`config.mk`:
```
export PLATFORM = sky130hd
export DESIGN_NAME = slla_regs
export DESIGN_NICKNAME = d
export VERILOG_FILES = /design/src/hdl/assert_macros.svh /design/src/hdl/slla_pkg.sv /design/src/hdl/slla_regs.sv
export SDC_FILE = /design/constraint.sdc
export NUM_CORES = 1
export LEC_CHECK = 0
export BUFFER_PORTS_ARGS = -buffer_cell sky130_fd_sc_hd__buf_2
export CORE_AREA = 2 2 162 85
export CTS_CLUSTER_SIZE = 20
export DETAILED_ROUTE_END_ITERATION = 7
export DIE_AREA = 0 0 164 87
export PLACE_DENSITY = 0.5
export SYNTH_ARGS = -nofsm -noshare
export SYNTH_HDL_FRONTEND = slang
export SYNTH_SLANG_ARGS = --single-unit
```
`constraint.sdc`:
```
create_clock -name clk -period 1.6 [get_ports clk]
set_input_delay 0.24 -clock clk [delete_from_list [all_inputs] [get_ports clk]]
set_output_delay 0.24 -clock clk [all_outputs]
set_load 0.1 [all_outputs]
```
`src/hdl/assert_macros.svh`:
```
// Assertion macros used by the top-level RTL file.
`ifndef ASSERT_MACROS_SVH
`define ASSERT_MACROS_SVH

// Clocked assertion, silent during reset.
`define SLLA_ASSERT(name, prop, msg) \
	name: assert property (@(posedge clk) disable iff (!arst_n) prop) else $error(msg);

// Implication form of the above.
`define SLLA_ASSERT_IMPL(name, ante, cons, msg) \
	`SLLA_ASSERT(name, (ante) |-> (cons), msg)

`endif

```
`src/hdl/slla_pkg.sv`:
```
// Types, constants and register codes of the slew-limited lag actuator.
`timescale 1ns / 1ps
package slla_pkg;

	localparam int ANGLE_W       = 16;
	localparam int THR_W         = 15;
	localparam int THROTTLE_FULL = 16384;
	localparam int TAU_W         = 16;
	localparam int STOP_W        = 15;
	localparam int DT_W          = 16;
	localparam int ERR_W         = ANGLE_W + 1;
	localparam int PROD1_W       = ERR_W + TAU_W + 1;
	localparam int RATE_FULL_W   = PROD1_W - 8;
	localparam int RATE_W        = 25;
	localparam int PROD2_W       = RATE_W + DT_W + 1;
	localparam int DELTA_W       = PROD2_W - 16;
	localparam int SUM_W         = DELTA_W + 1;
	localparam int LANES         = 6;
	localparam int LANE_LAT      = 4;
	localparam int CNT_W         = $clog2(LANE_LAT);
	localparam int ADDR_W        = 5;
	localparam int DATA_W        = 32;
	localparam int IDX_W         = ADDR_W - 2;

	localparam int LANE_ELEVATOR = 0;
	localparam int LANE_AILERON  = 1;
	localparam int LANE_RUDDER   = 2;
	localparam int LANE_PITCH    = 3;
	localparam int LANE_YAW      = 4;
	localparam int LANE_THROTTLE = 5;

	typedef enum logic [IDX_W-1:0] {
		REG_INV_SURFACE_TAU  = 3'd0,
		REG_SLEW_RATE_LIMIT  = 3'd1,
		REG_SURFACE_STOP     = 3'd2,
		REG_GIMBAL_STOP      = 3'd3,
		REG_INV_THROTTLE_TAU = 3'd4
	} reg_idx_t;

	typedef enum logic [1:0] {
		ST_IDLE,
		ST_RUN,
		ST_DONE
	} ctl_state_t;

	typedef struct packed {
		logic [TAU_W-1:0]  inv_surface_tau;
		logic [TAU_W-1:0]  slew_rate_limit;
		logic [STOP_W-1:0] surface_stop;
		logic [STOP_W-1:0] gimbal_stop;
		logic [TAU_W-1:0]  inv_throttle_tau;
	} cfg_t;

	typedef struct packed {
		logic signed [ANGLE_W-1:0] elevator_cmd;
		logic signed [ANGLE_W-1:0] aileron_cmd;
		logic signed [ANGLE_W-1:0] rudder_cmd;
		logic signed [ANGLE_W-1:0] pitch_gimbal_cmd;
		logic signed [ANGLE_W-1:0] yaw_gimbal_cmd;
		logic signed [ANGLE_W-1:0] throttle_cmd;
		logic [DT_W-1:0]           time_step;
	} cmd_item_t;

	typedef struct packed {
		logic signed [ANGLE_W-1:0] elevator_pos;
		logic signed [ANGLE_W-1:0] aileron_pos;
		logic signed [ANGLE_W-1:0] rudder_pos;
		logic signed [ANGLE_W-1:0] pitch_gimbal_pos;
		logic signed [ANGLE_W-1:0] yaw_gimbal_pos;
		logic [THR_W-1:0]          throttle_pos;
	} pos_item_t;

	typedef struct packed {
		logic signed [ANGLE_W-1:0] cmd;
		logic signed [ANGLE_W-1:0] pos;
		logic [TAU_W-1:0]          inv_tau;
		logic                      limited;
		logic [TAU_W-1:0]          limit;
		logic [DT_W-1:0]           dt;
		logic signed [ANGLE_W-1:0] lo;
		logic signed [ANGLE_W-1:0] hi;
	} lane_in_t;

endpackage

```
`src/hdl/slla_regs.sv`:
```
// APB register file holding the actuator configuration.
`timescale 1ns / 1ps
module slla_regs import slla_pkg::*; (
	input  logic              clk,
	input  logic              arst_n,
	input  logic              psel,
	input  logic              penable,
	input  logic              pwrite,
	input  logic [ADDR_W-1:0] paddr,
	input  logic [DATA_W-1:0] pwdata,
	output logic [DATA_W-1:0] prdata,
	output logic              pready,
	output cfg_t              cfg
);

	cfg_t             cfg_q;
	logic [IDX_W-1:0] idx;
	logic             wr_en;

	assign pready = 1'b1;
	assign idx    = paddr[ADDR_W-1:2];
	assign wr_en  = psel && penable && pwrite;
	assign cfg    = cfg_q;

	always_ff @(posedge clk or negedge arst_n) begin
		if (!arst_n) begin
			cfg_q.inv_surface_tau  <= TAU_W'(5120);
			cfg_q.slew_rate_limit  <= TAU_W'(34310);
			cfg_q.surface_stop     <= STOP_W'(7149);
			cfg_q.gimbal_stop      <= STOP_W'(2860);
			cfg_q.inv_throttle_tau <= TAU_W'(512);
		end else if (wr_en) begin
			unique case (idx)
				REG_INV_SURFACE_TAU:  cfg_q.inv_surface_tau  <= pwdata[TAU_W-1:0];
				REG_SLEW_RATE_LIMIT:  cfg_q.slew_rate_limit  <= pwdata[TAU_W-1:0];
				REG_SURFACE_STOP:     cfg_q.surface_stop     <= pwdata[STOP_W-1:0];
				REG_GIMBAL_STOP:      cfg_q.gimbal_stop      <= pwdata[STOP_W-1:0];
				REG_INV_THROTTLE_TAU: cfg_q.inv_throttle_tau <= pwdata[TAU_W-1:0];
				default: ;
			endcase
		end
	end

	always_comb begin
		unique case (idx)
			REG_INV_SURFACE_TAU:  prdata = DATA_W'(cfg_q.inv_surface_tau);
			REG_SLEW_RATE_LIMIT:  prdata = DATA_W'(cfg_q.slew_rate_limit);
			REG_SURFACE_STOP:     prdata = DATA_W'(cfg_q.surface_stop);
			REG_GIMBAL_STOP:      prdata = DATA_W'(cfg_q.gimbal_stop);
			REG_INV_THROTTLE_TAU: prdata = DATA_W'(cfg_q.inv_throttle_tau);
			default:              prdata = '0;
		endcase
	end

endmodule

```
# Word-level counts from Yosys, hierarchy flattened
# Index checks and enable logic that the tools add are counted.
# totals
register_bits	78
inputBits	42
out_inout_bits	111
# classes
n_eq_ne	4
muxes	1
n_reduce_logical	8
# op_table
op	count
$pmux 16 s5	1
$reduce_and 2->1	5
$eq 3x2->1 const B	2
$eq 3x1->1 const B	1
$eq 3x3->1 const B	1
$logic_not 3->1	1
$logic_and 1x1->1	2

# Depth between registers and ports, before layout
# logic_depth
ltp_word	3
depth_mapped	5
ltp_nobuf	3

# Worst setup path before layout
# No wires, ideal clock.
# synth_path
path_type	flip-flop to output port
start	register cfg_q (netlist bit cfg[3])
end	output port prdata[3]
arrival_time_ns	3.298
path_slack_ns	-1.938
path_stages_with_launch	4
path_cell_list	dfrtp_1 nand2_1 a2bb2oi_1 o21ai_0
# synth_via
elab_chain_len	1
# synth_rtl
item	line_no	text
start, declared	slla_regs.sv:16	cfg_t cfg_q;
$pmux 16 s5	slla_regs.sv:45	unique case (idx)
end, declared	slla_regs.sv:11	output logic [DATA_W-1:0] prdata,
# Every way passes these cells.

# Worst setup path after layout
# layout_path
start	register cfg_q (netlist bit cfg[35])
end	output port prdata[4]
# The elaborated chain is that of the path after synthesis.

==> impl_metrics.tcl <==
set metrics [dict create \
    grt_pass1_wl_mm 18.7 \
    drt-vias-per-instance 4.71 \
    path_depth 5 \
    crit_family "flip-flops" \
    gp_congestion 0.749 \
    hold_path_depth 2 \
    synth_cell_types 27 \
    avgSynthCellArea_um2 14.0 \
    clock_skew_ns 0 \
    yosys_warnings 0 \
    multi_input_area_mm2 0.00206 \
    antenna_found_initial 0 \
    arrival_ns 1.62 \
    seqPwrFrac_pct 27.4 \
    core-area_mm2 0.0130 \
    path_cells "mux2_4 -> a32oi_2 -> buf_4 -> o21ai_4 -> buf_12" \
    drt-wirelength-per-cell_um 19.9 \
    largest_register_ffs 78 \
    p_int_mw 5.44 \
    crit_path_max_incr_delay_ns 0.47 \
    fillers 1145 \
    worstSetupEndpointType "output pin" \
    place_ws_ns -0.407 \
    cts_tree "yes" \
    h-tree-depth 3 \
    drv_cap 0 \
    fin_crit_ns 1.86 \
    cts-root-buf "clkbuf_16" \
    worstRegToRegCells 2 \
    vias 2888 \
    irDropWorstVdd_uv 962 \
    routed_wl_mm 12.2 \
    grt_max_degree 45 \
    setup_violations 16 \
    dp_hpwl_mm 8.66 \
    yosysSeqAreaShare_pct 52.5 \
    postPlaceCellArea_mm2 0.00560 \
    slew_viol_final 0 \
    die_w_um 164 \
    syn_to_final_growth_pct 66.9 \
    slowest_stage "dfrtp_4" \
    clockPowerShare_pct 20.9 \
    min_path_type "in -> reg" \
    register_area_mm2 0.00218 \
    rsz0062_at_grt "true" \
    syn_inst 269 \
    final_core_util_pct 48.4 \
    fin_nets 474 \
    die_h_um 87 \
    clkSinkCount 78 \
    clock_latency_ns 0.34 \
    clockBufferDepth 2 \
    cp_num_buf_inv 2 \
    hold_viol 0 \
    overflow 0 \
    postRouteAntennaNets 0 \
    power_frac_comb_pct 51.7 \
    drt-pass1-iter-count 4 \
    finalPower_mw 10.8 \
    finalCritPeriodShare_pct 116 \
    cp_max_fo 2 \
    p_leak_nw 2.78 \
    max_clock_freq_ghz 0.538 \
    fin_ws_ns -0.260 \
    layout_commonest_cell "buf_2" \
    ys_seq_elements 78 \
    outcome "finished, violations left" \
    design_area_mm2 0.00630 \
    start_util_pct 29.0 \
    path_class "reg -> out" \
    clk_pin_slew_ns 0.06 \
    grt_pass1_vias 3030 \
    diodes 0 \
    drtIter0Drc 98 \
    die-area_mm2 0.0143 \
    grt_usage_pct 17.8 \
    required_ns 1.36 \
    io_pins 153 \
    place.port_buffers 117 \
    drc 0 \
    hold_ws_ns 0.180 \
    swShare_pct 49.8 \
    power.switching_mw 5.39 \
    startpoint_type "flip-flop" \
    rows 30 \
    drive_above_1_share_pct 93.1 \
    powerDensity_mw_per_mm2 1720 \
    violations "setup timing" \
    syn-cell-area_mm2 0.00377 \
    final_cell_mix "buf_2 (80), mux2_2 (72), buf_4 (51)" \
    cts_buffers 9 \
]
metrics by stage:
step / TNS (ns) / instances
after global routing: -3.29 / 613
after global placement: -12.32 / 581
after floorplan: -1.33 / 284
after CTS: -2.80 / 608
final: -2.51 / 613
after detailed placement: -13.96 / 581
what timing repair did:
item / in CTS / in global routing
endpoints found under the setup margin: 25 / 16
hold buffers: 1 / 0
endpoints found under the hold margin: 12 / 0
buffers inserted: 10 / 5
pin swaps: 5 / 4
resized for setup: 34 / 14
metal layers:
layer	GRT usage [%]	up-vias	routed length [um]
li1	-	1294	-
met1	27.0	1481	6190
met2	24.6	103	5050
met3	5.24	10	850
met4	4.63	0	111
met5	0	-	0
cell type report:
| type | count | area share, % |
|---|---|---|
| Clock inverter | 3 | 1.07 |
| Timing Repair Buffer | 170 | 24.0 |
| Sequential cell | 78 | 34.5 |
| Tap cell | 176 | 3.49 |
| Inverter | 1 | 0.0596 |
| Clock buffer | 13 | 4.13 |
| Multi-Input combinational cell | 172 | 32.7 |
synth_stat cells:
master / number / area share [%]
mux2_2: 84 / 25
dfrtp_1: 54 / 36
dfstp_2: 24 / 17
buf_4: 22 / 4.4
a32oi_1: 15 / 3.5
o21ai_0: 15 / 2.0
a22oi_1: 14 / 2.8
mux2_4: 10 / 4.0
clkbuf_1: 7 / 0.70
nand2_1: 4 / 0.40
buf_2: 2 / 0.27
conb_1: 2 / 0.20
nor2_1: 2 / 0.20
a21oi_1: 1 / 0.13
a2bb2oi_1: 1 / 0.23
and2b_1: 1 / 0.20
and2b_2: 1 / 0.23
buf_12: 1 / 0.53
buf_6: 1 / 0.30
inv_2: 1 / 0.099
nand3_1: 1 / 0.13
nand4b_4: 1 / 0.63
nor2b_1: 1 / 0.17
nor3_4: 1 / 0.43
nor3b_2: 1 / 0.33
nor3b_4: 1 / 0.50
or3_1: 1 / 0.17
power by group through the flow:
stage / clock [mW] / combinational, mW / sequential, mW
finish: 2.26 / 5.60 / 2.97
floorplan: 0 / 1.39 / 5.82
global route: 2.39 / 5.76 / 3.03
global placement: 0 / 5.37 / 2.98
detailed placement: 0 / 5.39 / 2.99
CTS: 2.31 / 5.56 / 2.96
logic make-up (layout without fill, tap and decap cells):
kind of cell    count (synthesis)  after routing  synth area share (%)
compound gates                 46             46                  8.62
buf+inv                        34            187                  6.26
flops                          78             78                  52.5
mux                            94             94                  29.0
other cells                     2             17                 0.199
simple gates                   15             15                  3.38
worst paths after layout:
path                       slack (ns)        end  startpoint
min                              0.18    cfg[77]  pwdata[15]
min in group asynchronous        0.30     cfg[8]      arst_n
max in group asynchronous        0.69    cfg[33]      arst_n
max reg2reg                      0.62    cfg[20]     cfg[20]
min reg2reg                      0.53    cfg[45]     cfg[45]
max                             -0.26  prdata[4]     cfg[35]
worst reg2reg max path, cell delays in order, from the launching register on:
cell and delay [ns]:
dfrtp_4 0.47, buf_4 0.15, mux2_2 0.25
(Power assumes the default switching activity.)
