--- src/hdl/assert_macros.svh ---
// Assertion macros used by the top-level RTL file.
`ifndef ASSERT_MACROS_SVH
`define ASSERT_MACROS_SVH

// Clocked assertion, silent during reset.
`define SLLA_ASSERT(name, prop, msg) \
	name: assert property (@(posedge clk) disable iff (!arst_n) prop) else $error(msg);

// Implication form of the above.
`define SLLA_ASSERT_IMPL(name, ante, cons, msg) \
	`SLLA_ASSERT(name, (ante) |-> (cons), msg)

`endif

--- src/hdl/slla_pkg.sv ---
// Types, constants and register codes of the slew-limited lag actuator.
`timescale 1ns / 1ps
package slla_pkg;

	localparam int ANGLE_W       = 16;
	localparam int THR_W         = 15;
	localparam int THROTTLE_FULL = 16384;
	localparam int TAU_W         = 16;
	localparam int STOP_W        = 15;
	localparam int DT_W          = 16;
	localparam int ERR_W         = ANGLE_W + 1;
	localparam int PROD1_W       = ERR_W + TAU_W + 1;
	localparam int RATE_FULL_W   = PROD1_W - 8;
	localparam int RATE_W        = 25;
	localparam int PROD2_W       = RATE_W + DT_W + 1;
	localparam int DELTA_W       = PROD2_W - 16;
	localparam int SUM_W         = DELTA_W + 1;
	localparam int LANES         = 6;
	localparam int LANE_LAT      = 4;
	localparam int CNT_W         = $clog2(LANE_LAT);
	localparam int ADDR_W        = 5;
	localparam int DATA_W        = 32;
	localparam int IDX_W         = ADDR_W - 2;

	localparam int LANE_ELEVATOR = 0;
	localparam int LANE_AILERON  = 1;
	localparam int LANE_RUDDER   = 2;
	localparam int LANE_PITCH    = 3;
	localparam int LANE_YAW      = 4;
	localparam int LANE_THROTTLE = 5;

	typedef enum logic [IDX_W-1:0] {
		REG_INV_SURFACE_TAU  = 3'd0,
		REG_SLEW_RATE_LIMIT  = 3'd1,
		REG_SURFACE_STOP     = 3'd2,
		REG_GIMBAL_STOP      = 3'd3,
		REG_INV_THROTTLE_TAU = 3'd4
	} reg_idx_t;

	typedef enum logic [1:0] {
		ST_IDLE,
		ST_RUN,
		ST_DONE
	} ctl_state_t;

	typedef struct packed {
		logic [TAU_W-1:0]  inv_surface_tau;
		logic [TAU_W-1:0]  slew_rate_limit;
		logic [STOP_W-1:0] surface_stop;
		logic [STOP_W-1:0] gimbal_stop;
		logic [TAU_W-1:0]  inv_throttle_tau;
	} cfg_t;

	typedef struct packed {
		logic signed [ANGLE_W-1:0] elevator_cmd;
		logic signed [ANGLE_W-1:0] aileron_cmd;
		logic signed [ANGLE_W-1:0] rudder_cmd;
		logic signed [ANGLE_W-1:0] pitch_gimbal_cmd;
		logic signed [ANGLE_W-1:0] yaw_gimbal_cmd;
		logic signed [ANGLE_W-1:0] throttle_cmd;
		logic [DT_W-1:0]           time_step;
	} cmd_item_t;

	typedef struct packed {
		logic signed [ANGLE_W-1:0] elevator_pos;
		logic signed [ANGLE_W-1:0] aileron_pos;
		logic signed [ANGLE_W-1:0] rudder_pos;
		logic signed [ANGLE_W-1:0] pitch_gimbal_pos;
		logic signed [ANGLE_W-1:0] yaw_gimbal_pos;
		logic [THR_W-1:0]          throttle_pos;
	} pos_item_t;

	typedef struct packed {
		logic signed [ANGLE_W-1:0] cmd;
		logic signed [ANGLE_W-1:0] pos;
		logic [TAU_W-1:0]          inv_tau;
		logic                      limited;
		logic [TAU_W-1:0]          limit;
		logic [DT_W-1:0]           dt;
		logic signed [ANGLE_W-1:0] lo;
		logic signed [ANGLE_W-1:0] hi;
	} lane_in_t;

endpackage

--- src/hdl/slla_lane.sv ---
// One lag lane: error times inverse tau, optional rate clamp, times dt, add and stop clamp.
`timescale 1ns / 1ps
module slla_lane import slla_pkg::*; (
	input  logic                      clk,
	input  lane_in_t                  lin,
	output logic signed [ANGLE_W-1:0] pos_new
);

	logic signed [ERR_W-1:0]       err;
	logic signed [PROD1_W-1:0]     prod1_s1;
	logic signed [PROD1_W-1:0]     p1_bias;
	logic signed [RATE_FULL_W-1:0] rate_full;
	logic signed [RATE_FULL_W-1:0] lim_pos;
	logic signed [RATE_FULL_W-1:0] rate_c;
	logic signed [RATE_W-1:0]      rate_s2;
	logic signed [PROD2_W-1:0]     prod2_s3;
	logic signed [PROD2_W-1:0]     p2_bias;
	logic signed [DELTA_W-1:0]     delta;
	logic signed [SUM_W-1:0]       sum;
	logic signed [SUM_W-1:0]       sum_lo;
	logic signed [SUM_W-1:0]       sum_hi;
	logic signed [SUM_W-1:0]       sum_c;
	logic signed [ANGLE_W-1:0]     pos_s4;

	// Stage 1: error times inverse time constant.
	assign err = ERR_W'(lin.cmd) - ERR_W'(lin.pos);

	always_ff @(posedge clk) begin
		prod1_s1 <= err * $signed({1'b0, lin.inv_tau});
	end

	// Stage 2: divide by 256 toward zero, then the slew clamp if the lane is limited.
	always_comb begin
		p1_bias   = prod1_s1 + (prod1_s1[PROD1_W-1] ? PROD1_W'(255) : PROD1_W'(0));
		rate_full = p1_bias[PROD1_W-1:8];
		lim_pos   = RATE_FULL_W'($signed({1'b0, lin.limit}));
		rate_c    = rate_full;
		if (lin.limited) begin
			if (rate_full > lim_pos) begin
				rate_c = lim_pos;
			end else if (rate_full < -lim_pos) begin
				rate_c = -lim_pos;
			end
		end
	end

	always_ff @(posedge clk) begin
		rate_s2 <= rate_c[RATE_W-1:0];
	end

	// Stage 3: rate times time step.
	always_ff @(posedge clk) begin
		prod2_s3 <= rate_s2 * $signed({1'b0, lin.dt});
	end

	// Stage 4: divide by 65536 toward zero, advance and clamp to the stops.
	always_comb begin
		p2_bias = prod2_s3 + (prod2_s3[PROD2_W-1] ? PROD2_W'(65535) : PROD2_W'(0));
		delta   = p2_bias[PROD2_W-1:16];
		sum     = SUM_W'(delta) + SUM_W'(lin.pos);
		sum_lo  = SUM_W'(lin.lo);
		sum_hi  = SUM_W'(lin.hi);
		sum_c   = sum;
		if (sum < sum_lo) begin
			sum_c = sum_lo;
		end else if (sum > sum_hi) begin
			sum_c = sum_hi;
		end
	end

	always_ff @(posedge clk) begin
		pos_s4 <= sum_c[ANGLE_W-1:0];
	end

	assign pos_new = pos_s4;

endmodule

--- config.mk ---
export PLATFORM = sky130hd
export DESIGN_NAME = slla_lane
export DESIGN_NICKNAME = d
export VERILOG_FILES = /design/src/hdl/assert_macros.svh /design/src/hdl/slla_pkg.sv /design/src/hdl/slla_lane.sv
export SDC_FILE = /design/constraint.sdc
export NUM_CORES = 2
export LEC_CHECK = 0
export ABC_AREA = 0
export BUFFER_PORTS_ARGS = -buffer_cell sky130_fd_sc_hd__clkbuf_2
export CAP_MARGIN = 5
export CORE_MARGIN = 3
export CORE_UTILIZATION = 55
export CTS_CLUSTER_SIZE = 25
export DETAILED_ROUTE_END_ITERATION = 10
export PLACE_DENSITY = 0.74
export SLEW_MARGIN = 10
export SYNTH_ARGS = -nofsm -noshare
export SYNTH_HDL_FRONTEND = slang
export SYNTH_SLANG_ARGS = --single-unit
--- constraint.sdc ---
create_clock -name clk -period 15.8 [get_ports clk]
set_input_delay 1.58 -clock clk [delete_from_list [all_inputs] [get_ports clk]]
set_output_delay 1.58 -clock clk [all_outputs]
set_load 0.02 [all_outputs]
Yosys cells after proc, flatten, opt, wreduce, memory -nomap -nowiden
Index checks and enable logic that the tools add are counted.

word-level totals
  register bits after elaboration = 117
  bits of input ports = 114
  output and inout bits = 16
  logic and storage cells = 22

operators by class
  add/subtract/negate cells = 5
  $mul = 2
  $lt $le $gt $ge = 4
  mux-type cells = 7

operators by type and width
  kind              number
  $mux W25          3
  $mux W16          3
  $add A42 B17 Y42  1
  $mul A25 B17 Y42  1
  $add A34 B9 Y34   1
  $mul A17 B17 Y34  1
  $add A26 B16 Y27  1
  $gt A27 B16 Y1    1
  $lt A27 B16 Y1    1
  $gt A26 B17 Y1    1
  $lt A26 B26 Y1    1
  $neg A16 Y26      1
  $sub A16 B16 Y17  1
  $mux W8           1

Longest topological paths before layout
  depth in word-level cells = 6
  mapped depth = 36
  depth with buffers taken out = 35

Worst setup path before layout
No wires, ideal clock.

  path type = input to register
  start point = input lin[83] in the netlist's numbering
  end point = register prod1_s1[32]
  library setup time = 0.072 ns
  arrival = 9.308 ns
  required time = 15.728 ns
  path slack = 6.419 ns
  cell stages on the path = 33
  path buffers = 1
  cell sequence = inv_1 ha_1 nor2b_1 o21ai_0 a21boi_0 o21ai_0 a21oi_1 o2111a_1 o311a_1 o21a_1 o41ai_1 clkbuf_1 and2_1 fa_1 inv_1 fa_1 fa_1 inv_1 fa_1 fa_1 inv_1 fa_1 inv_1 ha_1 a2111oi_0 o21ai_0 o21a_1 a221o_1 a211oi_1 a21oi_1 a211o_1 a21oi_1 xnor2_1

between the ends
  word-level cells in the longest chain between the ends = 2

ends and longest elaborated chain
  what                    RTL line         RTL
  start: declaration      slla_lane.sv:5   input lane_in_t lin,
  $sub A16 B16 Y17        slla_lane.sv:26  assign err = ERR_W'(lin.cmd) - ERR_W'(lin.pos);
  $mul A17 B17 Y34        slla_lane.sv:29  prod1_s1 <= err * $signed({1'b0, lin.inv_tau});
  end signal: assignment  slla_lane.sv:29
  end: declaration        slla_lane.sv:10  logic signed [PROD1_W-1:0] prod1_s1;

No other way between the ends.

Worst setup path after layout
  start point = input lin[82] in the netlist's numbering
  end point = register prod1_s1[32]

The elaborated chain is that of the path after synthesis.

==> impl_metrics.tcl <==
set metrics [dict create \
    crit_top_cell "fa_1" \
    clock_path_buffers 2 \
    tightest_slew_ps 1150 \
    vias 25522 \
    max_freq_mhz 97.6 \
    status "finished clean" \
    cts_tree "done" \
    ys_seq_elements 117 \
    synth_cell_types 79 \
    setup_violations 0 \
    port_buffers 129 \
    grt_pass1_vias 27504 \
    wl_per_cell_um 17.6 \
    die_x_um 253 \
    synth_area_leaders "fa_1, ha_1, inv_1" \
    final_util_pct 58.9 \
    drc_errors 0 \
    overflow 0 \
    area_growth_pct 5.83 \
    fp.coreArea_mm2 0.0605 \
    dieArea_mm2 0.0642 \
    arrival_ps 10610 \
    gp_congestion 0.907 \
    maxCapViolations 0 \
    fill_cells 5260 \
    grt_start_max_net_pins 26 \
    crit_required_ps 16160 \
    clock_tree.root_cell "clkbuf_16" \
    insertion_delay_ps 440 \
    max-slew-margin-rel_pct 23.2 \
    drt_iter0_markers 1487 \
    worstSetupPathType "input port to flop" \
    endpoint_kind "flop" \
    hold_buffers 0 \
    post-synth-top-count-cell "inv_1" \
    hpwl_um 66900 \
    hold_violations 0 \
    drt.antenna.violating_nets 0 \
    min_path_type "flop to flop" \
    yosysTopAreaCell "fa_1" \
    routed_wl_um 82100 \
    drt-vias-per-instance 5.49 \
    ys_seq_area_share_pct 6.96 \
    tns_ps 0 \
    syn-cell-area_mm2 0.0336 \
    die_height_um 253 \
    antenna_found_initial 4 \
    grt_setup_unrepaired "false" \
    grt_use_total_pct 27.0 \
    cts_buffers 17 \
    h-tree-depth 4 \
    start_util_pct 55.6 \
    critPathMaxStageDelay_ps 590 \
    synth_top_area_share_pct 39.6 \
    firstDrtPassIters 5 \
    synth_edf_count 0 \
    post_synth.cell_area_avg_um2 8.84 \
    fp-row-count 90 \
    fin_nets 4982 \
    boundaryPins 130 \
    crit_slowest_cell "nand3_1" \
    clkSinkCount 117 \
    path_clk_slew_ps 60 \
    ys.flop_type "dfxtp_1" \
    period_share_pct 64.9 \
    synth_nets 4934 \
    multi_input_area_mm2 0.0277 \
    drive_above_1_share_pct 5.25 \
    synth_common_cells "inv_1, fa_1, nand2_1, ha_1, and2_1" \
    worstSetupStartpointType "input port" \
    yosysWarnings 0 \
    regArea_mm2 0.00234 \
    finalCriticalPeriod_ps 10250 \
    synthCells 3805 \
    cts_resized 0 \
    drv_slew 0 \
    postCtsSetupBuffers 0 \
    path_max_fanout 16 \
    skew_ps 15.8 \
    grt_pass1_wl_um 138000 \
    async_flop_share_pct 0 \
]
per-layer routing:
| layer | share of wire [%] | global-route usage, % |
|---|---|---|
| met3 | 7.0 | 4.13 |
| met1 | 42 | 35.6 |
| met5 | 0.034 | 0 |
| met2 | 48 | 45.9 |
| met4 | 3.3 | 8.24 |
cells by family after synthesis:
| family | count (synthesis) | synth area share [%] |
|---|---|---|
| and+or+nand+nor | 1107 | 16.4 |
| adders and majority gates | 1021 | 52.8 |
| buffers and inverters | 975 | 10.9 |
| AOI/OAI and AO/OA | 375 | 7.32 |
| xor gates and xnor gates | 175 | 4.58 |
| DFF | 117 | 6.96 |
| muxes | 35 | 1.05 |
layout by cell type (no fill, tap or decap), drive strengths merged, types with 12 or more instances in the layout:
master    n
clkbuf  147
a21o     56
nor3     34
fa      666
and3     27
inv     859
nor2b    49
a211oi   27
a31oi    12
dfxtp   117
o21bai   14
nand3b   12
o21ai    70
nand4    29
ha      349
xor2     43
buf      17
and2    269
nand2   466
or3      14
mux2i    33
xnor2   132
a21oi   101
nand2b   18
nand3    49
nor2    104
o21a     25
state kept, by name (all words and copies together) (netlist names):
register	flops
prod1_s1	34
prod2_s3	42
rate_s2	25
pos_new	16
per-stage QoR:
stage	hold WS (ps)	area (um2)	worst slack, ps	std cells
6_report	600	35600	5550	4649
5_1_grt	643	35600	4910	4648
4_1_cts	587	35600	5700	4647
3_5_place_dp	587	35000	5270	4616
3_3_place_gp	589	35000	5490	4616
2_1_floorplan	504	33600	6420	3805
layout make-up:
cell class	instances	share of cell area, %
Antenna cell	2	0.0141
Clock buffer	18	1.21
Clock inverter	13	0.580
Inverter	858	9.04
Multi-Input combinational cell	2713	77.7
Sequential cell	117	6.58
Tap cell	782	2.75
Timing Repair Buffer	146	2.17
worst paths after layout:
kind,from,to,slack (ps),depth (start not counted)
setup / recovery,lin[82],prod1_s1[32],5550,33
hold reg to reg,prod1_s1[29],rate_s2[21],600,2
hold / removal,prod1_s1[29],rate_s2[21],600,2
setup reg to reg,prod2_s3[41],pos_new[0],6780,30
worst max-delay path: cells and delay by family:
kind,cells,cell delay (ps)
adder cells (fa/ha/maj),8,3620
AO/OA/AOI/OAI,14,3570
AND/OR/NAND/NOR,4,1300
buffers and inverters,6,430
XOR/XNOR,1,120
Power is not shown: default switching activity piles up to over one toggle a cycle in this logic, so the estimate is an artifact.
